File: src/sv/ppt_pkg.sv
`timescale 1ns / 1ps
// ----------------------------------------------------------------------------
// ppt_pkg: shared types and constants of the phase polynomial tracker
// Sizes, field widths, opcodes, status codes, controller states and the
// command and status bundles between controller and datapath.
// ----------------------------------------------------------------------------
package ppt_pkg;

    // sizes
    localparam int MAX_QUBITS = 16;
    localparam int MAX_GROUPS = 64;

    // derived widths
    localparam int QUBIT_W  = $clog2(MAX_QUBITS);
    localparam int FUNC_W   = MAX_QUBITS + 1;
    localparam int GRP_AW   = $clog2(MAX_GROUPS);
    localparam int USED_W   = GRP_AW + 1;
    localparam int COUNT_W  = 8;
    localparam int ENTRY_W  = COUNT_W + FUNC_W;
    localparam int ACTIVE_W = 5;
    localparam int OP_W     = 2;
    localparam int STS_W    = 2;

    localparam logic [COUNT_W-1:0]  COUNT_MAX     = 8'd255;
    localparam logic [ACTIVE_W-1:0] ACTIVE_RESET  = 5'd16;
    localparam logic [ACTIVE_W-1:0] ACTIVE_LIMIT  = ACTIVE_W'(MAX_QUBITS);

    // opcodes
    localparam logic [OP_W-1:0] OP_CLEAR = 2'd0;
    localparam logic [OP_W-1:0] OP_X     = 2'd1;
    localparam logic [OP_W-1:0] OP_CNOT  = 2'd2;
    localparam logic [OP_W-1:0] OP_RZ    = 2'd3;

    // result status codes
    localparam logic [STS_W-1:0] STS_OK        = 2'd0;
    localparam logic [STS_W-1:0] STS_BAD_QUBIT = 2'd1;
    localparam logic [STS_W-1:0] STS_FULL      = 2'd2;

    // controller states
    typedef enum logic [2:0] {
        S_IDLE,
        S_EXEC,
        S_CNOT,
        S_RD,
        S_CMP,
        S_MISS,
        S_DONE
    } t_state;

    // controller to datapath
    typedef struct packed {
        logic capture;    // take the input beat
        logic clear;      // reset rows and group table
        logic bad;        // report a bad qubit index
        logic x_wr;       // flip constant bit of the wire
        logic row_load;   // load the first wire's row, start a scan
        logic sel_b;      // point the row port at the second wire
        logic cnot_wr;    // XOR the held control row into the target
        logic scan_next;  // step to the next group entry
        logic hit;        // bump the matched group
        logic insert;     // open a new group
        logic full;       // report a full table
        logic load_out;   // move the result into the output register
    } t_dp_cmd;

    // datapath to controller
    typedef struct packed {
        logic [OP_W-1:0] op;
        logic            bad;
        logic            used_zero;
        logic            table_full;
        logic            match;
        logic            last_entry;
    } t_dp_stat;

endpackage

File: src/sv/ppt_datapath.sv
`timescale 1ns / 1ps
// ----------------------------------------------------------------------------
// ppt_datapath: wire rows, group table and result registers
// Holds the affine row of every wire, the group memory with its fill count,
// the mergeable flag, the active wire register and the output payload.
// ----------------------------------------------------------------------------
module ppt_datapath import ppt_pkg::*; (
    input  logic                i_clk,
    input  logic                i_rst_n,
    input  t_dp_cmd             i_cmd,
    output t_dp_stat            o_stat,
    input  logic [OP_W-1:0]     i_op,
    input  logic [QUBIT_W-1:0]  i_first_qubit,
    input  logic [QUBIT_W-1:0]  i_second_qubit,
    input  logic                i_cfg_wr_en,
    input  logic [ACTIVE_W-1:0] i_cfg_wr_data,
    output logic [FUNC_W-1:0]   o_affine_func,
    output logic [GRP_AW-1:0]   o_group_index,
    output logic [COUNT_W-1:0]  o_group_count,
    output logic                o_any_mergeable,
    output logic [STS_W-1:0]    o_status
);

    logic [ACTIVE_W-1:0] r_active;
    logic [OP_W-1:0]     r_op;
    logic [QUBIT_W-1:0]  r_qa;
    logic [QUBIT_W-1:0]  r_qb;
    logic [FUNC_W-1:0]   r_rows [MAX_QUBITS];
    logic [ENTRY_W-1:0]  r_grp_mem [MAX_GROUPS];
    logic [ENTRY_W-1:0]  r_rdata;
    logic [GRP_AW-1:0]   r_scan_addr;
    logic [USED_W-1:0]   r_used;
    logic                r_flag;
    logic [FUNC_W-1:0]   r_res_func;
    logic [GRP_AW-1:0]   r_res_idx;
    logic [COUNT_W-1:0]  r_res_cnt;
    logic [STS_W-1:0]    r_res_sts;
    logic [FUNC_W-1:0]   r_out_func;
    logic [GRP_AW-1:0]   r_out_idx;
    logic [COUNT_W-1:0]  r_out_cnt;
    logic                r_out_flag;
    logic [STS_W-1:0]    r_out_sts;

    logic [ACTIVE_W-1:0] limit;
    logic                ok_a;
    logic                ok_b;
    logic [QUBIT_W-1:0]  row_sel;
    logic [FUNC_W-1:0]   row_rd;
    logic [COUNT_W-1:0]  old_count;
    logic [COUNT_W-1:0]  n_count;

    // hold the active wire count
    always_ff @(posedge i_clk) begin
        if (!i_rst_n) begin
            r_active <= ACTIVE_RESET;
        end else if (i_cfg_wr_en) begin
            r_active <= i_cfg_wr_data;
        end
    end

    // capture the input beat
    always_ff @(posedge i_clk) begin
        if (i_cmd.capture) begin
            r_op <= i_op;
            r_qa <= i_first_qubit;
            r_qb <= i_second_qubit;
        end
    end

    // check qubit indexes against the wires in use
    always_comb begin
        limit = (r_active > ACTIVE_LIMIT) ? ACTIVE_LIMIT : r_active;
        ok_a  = {1'b0, r_qa} < limit;
        ok_b  = {1'b0, r_qb} < limit;
    end

    // one row port, shared by both wires
    assign row_sel = i_cmd.sel_b ? r_qb : r_qa;
    assign row_rd  = r_rows[row_sel];

    // update wire rows
    always_ff @(posedge i_clk) begin
        if (!i_rst_n || i_cmd.clear) begin
            for (int i = 0; i < MAX_QUBITS; i++) begin
                r_rows[i] <= FUNC_W'(1) << (i + 1);
            end
        end else if (i_cmd.x_wr) begin
            r_rows[row_sel] <= row_rd ^ FUNC_W'(1);
        end else if (i_cmd.cnot_wr) begin
            r_rows[row_sel] <= row_rd ^ r_res_func;
        end
    end

    // saturating count of the entry under compare
    always_comb begin
        old_count = r_rdata[ENTRY_W-1:FUNC_W];
        n_count   = (old_count == COUNT_MAX) ? old_count : old_count + COUNT_W'(1);
    end

    // group memory: one write port, one registered read at the scan address
    always_ff @(posedge i_clk) begin
        if (i_cmd.hit) begin
            r_grp_mem[r_scan_addr] <= {n_count, r_res_func};
        end else if (i_cmd.insert) begin
            r_grp_mem[r_used[GRP_AW-1:0]] <= {COUNT_W'(1), r_res_func};
        end
        r_rdata <= r_grp_mem[r_scan_addr];
    end

    // advance the scan pointer
    always_ff @(posedge i_clk) begin
        if (i_cmd.row_load) begin
            r_scan_addr <= '0;
        end else if (i_cmd.scan_next) begin
            r_scan_addr <= r_scan_addr + GRP_AW'(1);
        end
    end

    // fill count and mergeable flag
    always_ff @(posedge i_clk) begin
        if (!i_rst_n || i_cmd.clear) begin
            r_used <= '0;
            r_flag <= 1'b0;
        end else begin
            if (i_cmd.insert) begin
                r_used <= r_used + USED_W'(1);
            end
            if (i_cmd.hit && (n_count > COUNT_W'(1))) begin
                r_flag <= 1'b1;
            end
        end
    end

    // build the result of the current item
    always_ff @(posedge i_clk) begin
        priority if (i_cmd.clear) begin
            r_res_func <= '0;
            r_res_idx  <= '0;
            r_res_cnt  <= '0;
            r_res_sts  <= STS_OK;
        end else if (i_cmd.bad) begin
            r_res_func <= '0;
            r_res_idx  <= '0;
            r_res_cnt  <= '0;
            r_res_sts  <= STS_BAD_QUBIT;
        end else if (i_cmd.x_wr) begin
            r_res_func <= row_rd ^ FUNC_W'(1);
            r_res_idx  <= '0;
            r_res_cnt  <= '0;
            r_res_sts  <= STS_OK;
        end else if (i_cmd.row_load) begin
            r_res_func <= row_rd;
            r_res_idx  <= '0;
            r_res_cnt  <= '0;
            r_res_sts  <= STS_OK;
        end else if (i_cmd.cnot_wr) begin
            r_res_func <= row_rd ^ r_res_func;
        end else if (i_cmd.hit) begin
            r_res_idx <= r_scan_addr;
            r_res_cnt <= n_count;
        end else if (i_cmd.insert) begin
            r_res_idx <= r_used[GRP_AW-1:0];
            r_res_cnt <= COUNT_W'(1);
        end else if (i_cmd.full) begin
            r_res_sts <= STS_FULL;
        end else begin
            r_res_sts <= r_res_sts;
        end
    end

    // output payload register
    always_ff @(posedge i_clk) begin
        if (i_cmd.load_out) begin
            r_out_func <= r_res_func;
            r_out_idx  <= r_res_idx;
            r_out_cnt  <= r_res_cnt;
            r_out_flag <= r_flag;
            r_out_sts  <= r_res_sts;
        end
    end

    assign o_affine_func   = r_out_func;
    assign o_group_index   = r_out_idx;
    assign o_group_count   = r_out_cnt;
    assign o_any_mergeable = r_out_flag;
    assign o_status        = r_out_sts;

    // status toward the controller
    always_comb begin
        o_stat.op         = r_op;
        o_stat.bad        = (r_op == OP_CNOT) ? !(ok_a && ok_b) : !ok_a;
        o_stat.used_zero  = (r_used == '0);
        o_stat.table_full = (r_used == USED_W'(MAX_GROUPS));
        o_stat.match      = (r_rdata[FUNC_W-1:0] == r_res_func);
        o_stat.last_entry = (({1'b0, r_scan_addr} + USED_W'(1)) == r_used);
    end

endmodule

File: src/sv/ppt_ctrl.sv
`timescale 1ns / 1ps
// ----------------------------------------------------------------------------
// ppt_ctrl: sequencer of the phase polynomial tracker
// Takes one beat at a time, steps the datapath through the operation and
// the group scan, and owns the output valid flag.
// ----------------------------------------------------------------------------
module ppt_ctrl import ppt_pkg::*; (
    input  logic     i_clk,
    input  logic     i_rst_n,
    input  logic     i_valid,
    output logic     o_stall,
    output logic     o_valid,
    input  logic     i_stall,
    input  t_dp_stat i_stat,
    output t_dp_cmd  o_cmd
);

    t_state r_state;
    t_state n_state;
    logic   r_out_vld;
    logic   out_free;

    assign out_free = !r_out_vld || !i_stall;

    // state register
    always_ff @(posedge i_clk) begin
        if (!i_rst_n) begin
            r_state <= S_IDLE;
        end else begin
            r_state <= n_state;
        end
    end

    // next state
    always_comb begin
        n_state = r_state;
        unique case (r_state)
            S_IDLE: begin
                if (i_valid) n_state = S_EXEC;
            end
            S_EXEC: begin
                priority if (i_stat.op == OP_CLEAR) n_state = S_DONE;
                else if (i_stat.bad)                n_state = S_DONE;
                else if (i_stat.op == OP_X)         n_state = S_DONE;
                else if (i_stat.op == OP_CNOT)      n_state = S_CNOT;
                else if (i_stat.used_zero)          n_state = S_MISS;
                else                                n_state = S_RD;
            end
            S_CNOT: n_state = S_DONE;
            S_RD:   n_state = S_CMP;
            S_CMP: begin
                priority if (i_stat.match)     n_state = S_DONE;
                else if (i_stat.last_entry)    n_state = S_MISS;
                else                           n_state = S_RD;
            end
            S_MISS: n_state = S_DONE;
            S_DONE: begin
                if (out_free) n_state = S_IDLE;
            end
            default: n_state = S_IDLE;
        endcase
    end

    // datapath commands
    always_comb begin
        o_cmd = '0;
        unique case (r_state)
            S_IDLE: o_cmd.capture = i_valid;
            S_EXEC: begin
                priority if (i_stat.op == OP_CLEAR) o_cmd.clear = 1'b1;
                else if (i_stat.bad)                o_cmd.bad = 1'b1;
                else if (i_stat.op == OP_X)         o_cmd.x_wr = 1'b1;
                else                                o_cmd.row_load = 1'b1;
            end
            S_CNOT: begin
                o_cmd.sel_b   = 1'b1;
                o_cmd.cnot_wr = 1'b1;
            end
            S_RD: o_cmd = '0;
            S_CMP: begin
                o_cmd.hit       = i_stat.match;
                o_cmd.scan_next = !i_stat.match && !i_stat.last_entry;
            end
            S_MISS: begin
                // a fill count at the top means no free entry
                if (i_stat.table_full) begin
                    o_cmd.full = 1'b1;
                end else begin
                    o_cmd.insert = 1'b1;
                end
            end
            S_DONE: o_cmd.load_out = out_free;
            default: o_cmd = '0;
        endcase
    end

    // output valid: set on load, drop once taken
    always_ff @(posedge i_clk) begin
        if (!i_rst_n) begin
            r_out_vld <= 1'b0;
        end else if (o_cmd.load_out) begin
            r_out_vld <= 1'b1;
        end else if (!i_stall) begin
            r_out_vld <= 1'b0;
        end
    end

    assign o_valid = r_out_vld;
    assign o_stall = (r_state != S_IDLE);

endmodule

File: src/sv/phase_polynomial_tracker_top.sv
`timescale 1ns / 1ps
// ----------------------------------------------------------------------------
// phase_polynomial_tracker_top: parity tracking of a phase polynomial
// Tracks one affine parity row per qubit wire and files Rz gates in a
// content-matched group table; one result beat per input beat.
// ----------------------------------------------------------------------------
// Each input beat gives exactly one result beat. A clear, an X gate or a bad
// qubit index goes from accept through execute and done back to idle; a CNOT
// also passes a CNOT step, since the single row port reads control and target
// in turn. An Rz gate scans the group memory entry by entry (read, then
// compare of the registered word) up to the match; a new function then takes
// a miss step that opens a group or reports a full table. The next beat is
// taken while an earlier result still waits in the output register; the
// block holds in its last step only when that register is still occupied
// and the receiver stalls. Clear empties the table at once by resetting the
// fill count, so there is no clearing pass after reset.
module phase_polynomial_tracker_top import ppt_pkg::*; (
    input  logic                i_clk,
    input  logic                i_rst_n,
    input  logic                i_valid,
    output logic                o_stall,
    input  logic [OP_W-1:0]     i_op,
    input  logic [QUBIT_W-1:0]  i_first_qubit,
    input  logic [QUBIT_W-1:0]  i_second_qubit,
    output logic                o_valid,
    input  logic                i_stall,
    output logic [FUNC_W-1:0]   o_affine_func,
    output logic [GRP_AW-1:0]   o_group_index,
    output logic [COUNT_W-1:0]  o_group_count,
    output logic                o_any_mergeable,
    output logic [STS_W-1:0]    o_status,
    input  logic                i_cfg_wr_en,
    input  logic [ACTIVE_W-1:0] i_cfg_wr_data
);

    t_dp_cmd  dp_cmd;
    t_dp_stat dp_stat;

    ppt_ctrl u_ctrl (
        .i_clk   (i_clk),
        .i_rst_n (i_rst_n),
        .i_valid (i_valid),
        .o_stall (o_stall),
        .o_valid (o_valid),
        .i_stall (i_stall),
        .i_stat  (dp_stat),
        .o_cmd   (dp_cmd)
    );

    ppt_datapath u_dp (
        .i_clk           (i_clk),
        .i_rst_n         (i_rst_n),
        .i_cmd           (dp_cmd),
        .o_stat          (dp_stat),
        .i_op            (i_op),
        .i_first_qubit   (i_first_qubit),
        .i_second_qubit  (i_second_qubit),
        .i_cfg_wr_en     (i_cfg_wr_en),
        .i_cfg_wr_data   (i_cfg_wr_data),
        .o_affine_func   (o_affine_func),
        .o_group_index   (o_group_index),
        .o_group_count   (o_group_count),
        .o_any_mergeable (o_any_mergeable),
        .o_status        (o_status)
    );

endmodule

File: config.mk
export PLATFORM = sky130hd
export DESIGN_NAME = phase_polynomial_tracker_top
export DESIGN_NICKNAME = d
export VERILOG_FILES = /design/src/sv/ppt_pkg.sv /design/src/sv/ppt_datapath.sv /design/src/sv/ppt_ctrl.sv /design/src/sv/phase_polynomial_tracker_top.sv
export SDC_FILE = /design/constraint.sdc
export NUM_CORES = 2
export LEC_CHECK = 0
export BUFFER_PORTS_ARGS = -buffer_cell sky130_fd_sc_hd__buf_4
export CAP_MARGIN = 20
export CORE_MARGIN = 8
export CORE_UTILIZATION = 63
export CTS_BUF_LIST = sky130_fd_sc_hd__clkbuf_8 sky130_fd_sc_hd__clkbuf_16
export CTS_CLUSTER_SIZE = 20
export DETAILED_ROUTE_END_ITERATION = 16
export PLACE_DENSITY = 0.79
export SLEW_MARGIN = 20
export SYNTH_ARGS = -nofsm -noshare
export SYNTH_HDL_FRONTEND = slang
export SYNTH_HIERARCHICAL = 1
export SYNTH_SLANG_ARGS = --single-unit
export TNS_END_PERCENT = 5
File: constraint.sdc
create_clock -name i_clk -period 6.8 [get_ports i_clk]
set_input_delay 1.36 -clock i_clk [delete_from_list [all_inputs] [get_ports i_clk]]
set_output_delay 1.36 -clock i_clk [all_outputs]
set_load 0.02 [all_outputs]
==> Yosys cells after proc, flatten, opt, wreduce, memory -nomap -nowiden <==
Memories as Yosys holds them, arrays and structs flattened. A register that Yosys moved wholly into a read port is not among the register bits.
Cells that the tools add are included.
{ "totals": {"reg_bits": 100, "latch_bits": 0, "ram_bits": 1872, "rom_bits": 0, "inputBits": 20, "out_inout_bits": 36, "word_cells": 146, "memories": 2} }
{ "classes": {"add_sub_neg": 4, "multipliers": 0, "div_mod_pow": 0, "n_lt_le_gt_ge": 4, "n_eq_ne": 18, "shift": 0, "muxes": 65, "n_bitwise": 6, "n_reduce_logical": 28} }
{ "memory_table": {"columns": ["name", "words", "word_bits", "rd", "rd_ports_with_merged_regs", "wr", "line_no", "text"], "rows": [
  ["u_dp.r_grp_mem", 64, 25, 1, 1, 1, "ppt_datapath.sv:29", "logic [ENTRY_W-1:0] r_grp_mem [MAX_GROUPS];"],
  ["u_dp.r_rows", 16, 17, 1, 0, 16, "ppt_datapath.sv:28", "logic [FUNC_W-1:0] r_rows [MAX_QUBITS];"]
]} }
{ "ops": {"columns": ["cell", "n"], "rows": [
  ["two-way mux 17 bit", 5],
  ["two-way mux 1 bit", 34],
  ["two-way mux 3 bit", 10],
  ["two-way mux 25 bit", 1],
  ["OR reduction 25 bit", 1],
  ["two-way mux 8 bit", 3],
  ["two-way mux 6 bit", 3],
  ["one-hot mux 3 bit (6 select lines)", 1],
  ["== test 17 bit", 1],
  ["OR reduction 17 bit", 1],
  ["bitwise XOR 17 bit", 1],
  ["two-way mux 4 bit", 3],
  ["less-than comparator 4 x 5 -> 1 bit", 2],
  ["== test 3 bit (second input constant)", 3],
  ["adder 8 x 1 -> 8 bit (second input constant)", 1],
  ["== test 8 bit (second input constant)", 1],
  ["> comparator 8 x 1 -> 1 bit (second input constant)", 1],
  ["two-way mux 2 bit", 4],
  ["!= test 4 x 1 -> 1 bit (second input constant)", 2],
  ["AND reduction 4 bit", 2],
  ["adder 6 x 1 -> 7 bit (second input constant)", 1],
  ["adder 7 x 1 -> 7 bit (second input constant)", 1],
  ["== test 7 bit", 1],
  ["== test 7 bit (second input constant)", 1],
  ["other kinds (24)", 41]
]} }

==> Longest topological paths before layout <==
{ "logic_depth": {"word_depth": 15, "ltp_mapped": 15, "depth_no_buf": 12} }

==> Cells and area by module <==
Netlist, hierarchy kept.
{ "by_module_without_submodules": {"columns": ["mod", "n_inst", "cells_per_inst", "area_per_inst_um2", "seq_area_each_um2"], "rows": [
  ["ppt_datapath", 1, 4068, 79787.8, 59076.7],
  ["ppt_ctrl", 1, 54, 407.9, 80.1]
]} }

==> Worst setup path before layout <==
No wires, ideal clock.
{ "synth_path": {"kind": "register -> register", "startpoint": "reg u_dp.r_res_func[8]", "endpoint": "mem u_dp/r_grp_mem[0][22] (netlist name), data pin", "setup_time_ns": 0.499, "arrival_time_ns": 4.504, "required_ns": 6.301, "path_slack_ns": 1.797, "path_stages_with_launch": 11, "path_buffers": 3, "period_less_slack_ns": 5.003, "cell_sequence": "dfxtp_1 -> xor2_1 -> nor4_1 -> nand3_1 -> nor4_1 -> and3_1 -> clkbuf_1 -> nor2b_1 -> clkbuf_1 -> clkbuf_1 -> nor2_1"} }
{ "synth_lines": {"columns": ["element", "line_no", "text"], "rows": [
  ["start: declaration", "ppt_datapath.sv:34", "logic [FUNC_W-1:0] r_res_func;"],
  ["start signal: assignment", "ppt_datapath.sv:147", "r_res_func <= row_rd ^ FUNC_W'(1);"],
  ["start signal: assignment", "ppt_datapath.sv:152", "r_res_func <= row_rd;"],
  ["start signal: assignment", "ppt_datapath.sv:157", "r_res_func <= row_rd ^ r_res_func;"],
  ["end: declaration", "ppt_datapath.sv:29", null]
]} }

==> flow_metrics.py <==
metrics = {
    "floorplan": {
        "ioPinCount": 56,
        "initial_core_util_pct": 63.1,
        "dieHeight_um": 373,
        "coreArea_um2": 127000,
        "rows": 131,
        "die-area_um2": 139000,
        "fp.dieW_um": 373,
    },
    "grt": {
        "first_global_vias": 43500,
        "grt_pass1_wl_um": 310000,
        "grt_max_degree": 143,
        "antenna_found_initial": 11,
        "overflow": 0,
        "track_usage_pct": 30.9,
    },
    "cells_and_area": {
        "fin_area_um2": 89200,
        "drive_gt1_share_pct": 25.5,
        "synthToLayoutAreaGrowth_pct": 11.2,
        "nets": 4254,
        "regArea_um2": 59200,
        "multi_input_area_um2": 20000,
        "fin_cells": 6047,
        "nFillCells": 7101,
    },
    "placed_design": {
        "postPlaceCellArea_um2": 83000,
        "gp_congestion": 0.866,
        "place_inst": 5684,
        "port_buffers": 55,
        "place_hpwl_um": 110000,
    },
    "clock_tree": {
        "cts_tree": "yes",
        "cts.sinks": 1997,
        "ctsResizeCount": 0,
        "cts.htree.levels": 4,
        "cts_made_buffers": 191,
        "post_cts_buffers": 0,
        "clockRootBuffer": "clkbuf_16",
        "cts.path.max_buffers": 3,
        "cts_hold_buf": 0,
        "path_clk_slew_ps": 60,
        "clk_latency_ps": 840,
    },
    "sta": {
        "setup_viol": 0,
        "skew_ps": 54.9,
        "tightest_slew_ps": 1180,
        "max_freq_mhz": 191,
        "hold_violations": 0,
        "tns_ps": 0,
        "min_period_ps": 5250,
        "finalMaxSlewViolations": 0,
        "timing.slew.headroom_pct": 21.1,
        "rsz0062_at_grt": "no",
        "fin_crit_sh_pct": 77.1,
    },
    "worst_setup_path": {
        "worstSetupStartpointType": "flop",
        "slowest_stage": "nor2_4",
        "path_cells": "xor2_1, nor4_1, nand3_1, nor4_1, and3_1, buf_4, nand2b_1, mux2i_1, nand2_1, nor2_4, buf_4",
        "slowest_delay_ps": 850,
        "worst-setup-path-type": "reg2reg",
        "crit_required_ps": 7280,
        "path_max_fanout": 19,
        "arrival_ps": 5720,
        "end_kind": "flop",
    },
    "route": {
        "avgRoutedWirePerCell_um": 36.3,
        "dr.pass1.iters": 6,
        "num_vias": 43700,
        "ant_nets": 0,
        "dr.first_iter.drc_count": 6824,
        "drc": 0,
        "vias_per_cell": 7.22,
        "routed_wl_um": 219000,
    },
    "synth": {
        "ys_seq_elements": 1997,
        "synthDistinctLibCells": 73,
        "synth_area_per_cell_um2": 19.5,
        "synth_edf_count": 1916,
        "synth-seq-area-share_pct": 73.8,
        "dominantRegCellSynth": "edfxtp_1",
        "syn_nets": 4155,
        "yosys_warnings": 6,
        "async_flop_share_pct": 0,
        "netlist_instances": 4122,
        "syn_area_um2": 80200,
    },
    "pwr": {
        "ir_drop_uv": 359,
        "power_density_nw_per_um2": 401,
        "leakagePower_uw": 0.0285,
    },
    "hold_path": {
        "min_path_type": "reg2reg",
    },
    "job": {
        "drv_cap": 0,
    },
    "run_status": {
        "status": "completed",
    },
}
==> through the flow <==
step | power (uW) | worst slack, ps | hold WS, ps | utilization (%)
5_1_grt | 36600 | 1440 | 443 | 70.2
2_1_floorplan | 22200 | 1800 | 408 | -
3_5_place_dp | 25300 | 1940 | 417 | 65.3
6_report | 35800 | 1550 | 424 | 70.2
3_3_place_gp | 25100 | 2130 | 415 | 65.3
4_1_cts | 35700 | 1800 | 437 | 70.1
==> routing by layer <==
metal / vias to the layer above / global-route usage [%] / wire, um
met2: 3686 / 49.9 / 107000
met1: 22400 / 40.0 / 73300
met5: - / 0 / 46
li1: 16900 / - / -
met3: 680 / 7.77 / 27500
met4: 6 / 14.6 / 11800
==> cells in the final DEF (no fill, tap or decap), drive strengths merged, types with 19 or more instances in the layout <==
cell,count
o21bai,205
buf,179
o22ai,27
nand2b,27
edfxtp,1916
nor2b,70
dfxtp,81
nand2,101
a32oi,51
xor2,38
nor2,381
clkinv,85
clkbuf,195
a22oi,30
mux4,500
o2111ai,19
a21oi,36
inv,137
nand3,27
a41oi,51
==> registers in the layout (all words and copies together), names as in the netlist, 2 cells and up <==
signal,cells
u_dp/r_rows,272
u_dp/o_status,2
u_dp/o_group_index,6
u_dp/r_used,7
u_dp/r_op,2
u_dp/o_affine_func,17
u_dp/r_res_idx,6
u_dp/o_group_count,8
u_dp/r_res_sts,2
u_dp/r_grp_mem,1600
u_dp/r_qb,4
u_dp/r_rdata,25
u_dp/r_scan_addr,6
u_ctrl/r_state,3
u_dp/r_active,5
u_dp/r_res_cnt,8
u_dp/r_qa,4
u_dp/r_res_func,17
==> power by group <==
group | leakage (uW) | switching, uW | internal, uW
clock | 0.00317 | 4700 | 5680
sequential | 0.0183 | 347 | 15600
combinational | 0.00703 | 6250 | 3220
total | 0.0285 | 11300 | 24500
==> synthesized netlist by cell type, drive strengths merged (27+ instances only) <==
cell type	number	area [um2]
nor2b	70	438
mux4	500	11300
a21oi	36	191
nand2	101	379
clkbuf	164	618
o22ai	27	169
a22oi	30	253
edfxtp	1916	57500
nand2b	27	169
dfxtp	81	1620
xor2	38	453
o21bai	205	1540
buf	109	614
a32oi	51	447
nor2	381	1430
nand3	27	135
inv	81	304
a41oi	51	447
==> layout make-up <==
| type | instances | share of cell area, % |
|---|---|---|
| diodes | 4 | 0.0112 |
| clock buffers | 195 | 5.46 |
| clock inverters | 158 | 1.33 |
| inverters | 81 | 0.341 |
| multi-input cells | 1771 | 22.4 |
| flip-flops and latches | 1997 | 66.4 |
| well taps | 1662 | 2.33 |
| repair buffers | 179 | 1.73 |
==> kinds of logic (layout without fill, tap and decap cells) <==
group | after synthesis | in the layout | synth area share [%]
buffers and inverters | 354 | 613 | 1.92
flip-flops | 1997 | 1997 | 73.8
AND/OR/NAND/NOR | 679 | 679 | 3.83
adder cells (fa/ha/maj) | 13 | 13 | 0.203
multiplexers | 517 | 517 | 14.3
AO/OA/AOI/OAI | 511 | 511 | 5.31
XOR/XNOR | 51 | 51 | 0.716
other | 0 | 4 | 0
==> worst max-delay path: cells and delay by family (launching register included) <==
family	cells	cell delay, ps
xor+xnor	1	190
buf+inv	2	660
flops	1	340
mux	1	430
simple gates	7	3230
==> worst paths after layout <==
check / start / cells past startpoint / slack, ps / endpoint
worst max-delay path: u_dp/r_res_func[14] / 11 / 1550 / u_dp/r_grp_mem[40][14]
worst min register to register: u_dp/r_res_cnt[3] / 0 / 420 / u_dp/o_group_count[3]
worst max register to register: u_dp/r_res_func[14] / 11 / 1550 / u_dp/r_grp_mem[40][14]
worst min-delay path: u_dp/r_res_cnt[3] / 0 / 420 / u_dp/o_group_count[3]
(Power assumes the default switching activity.)
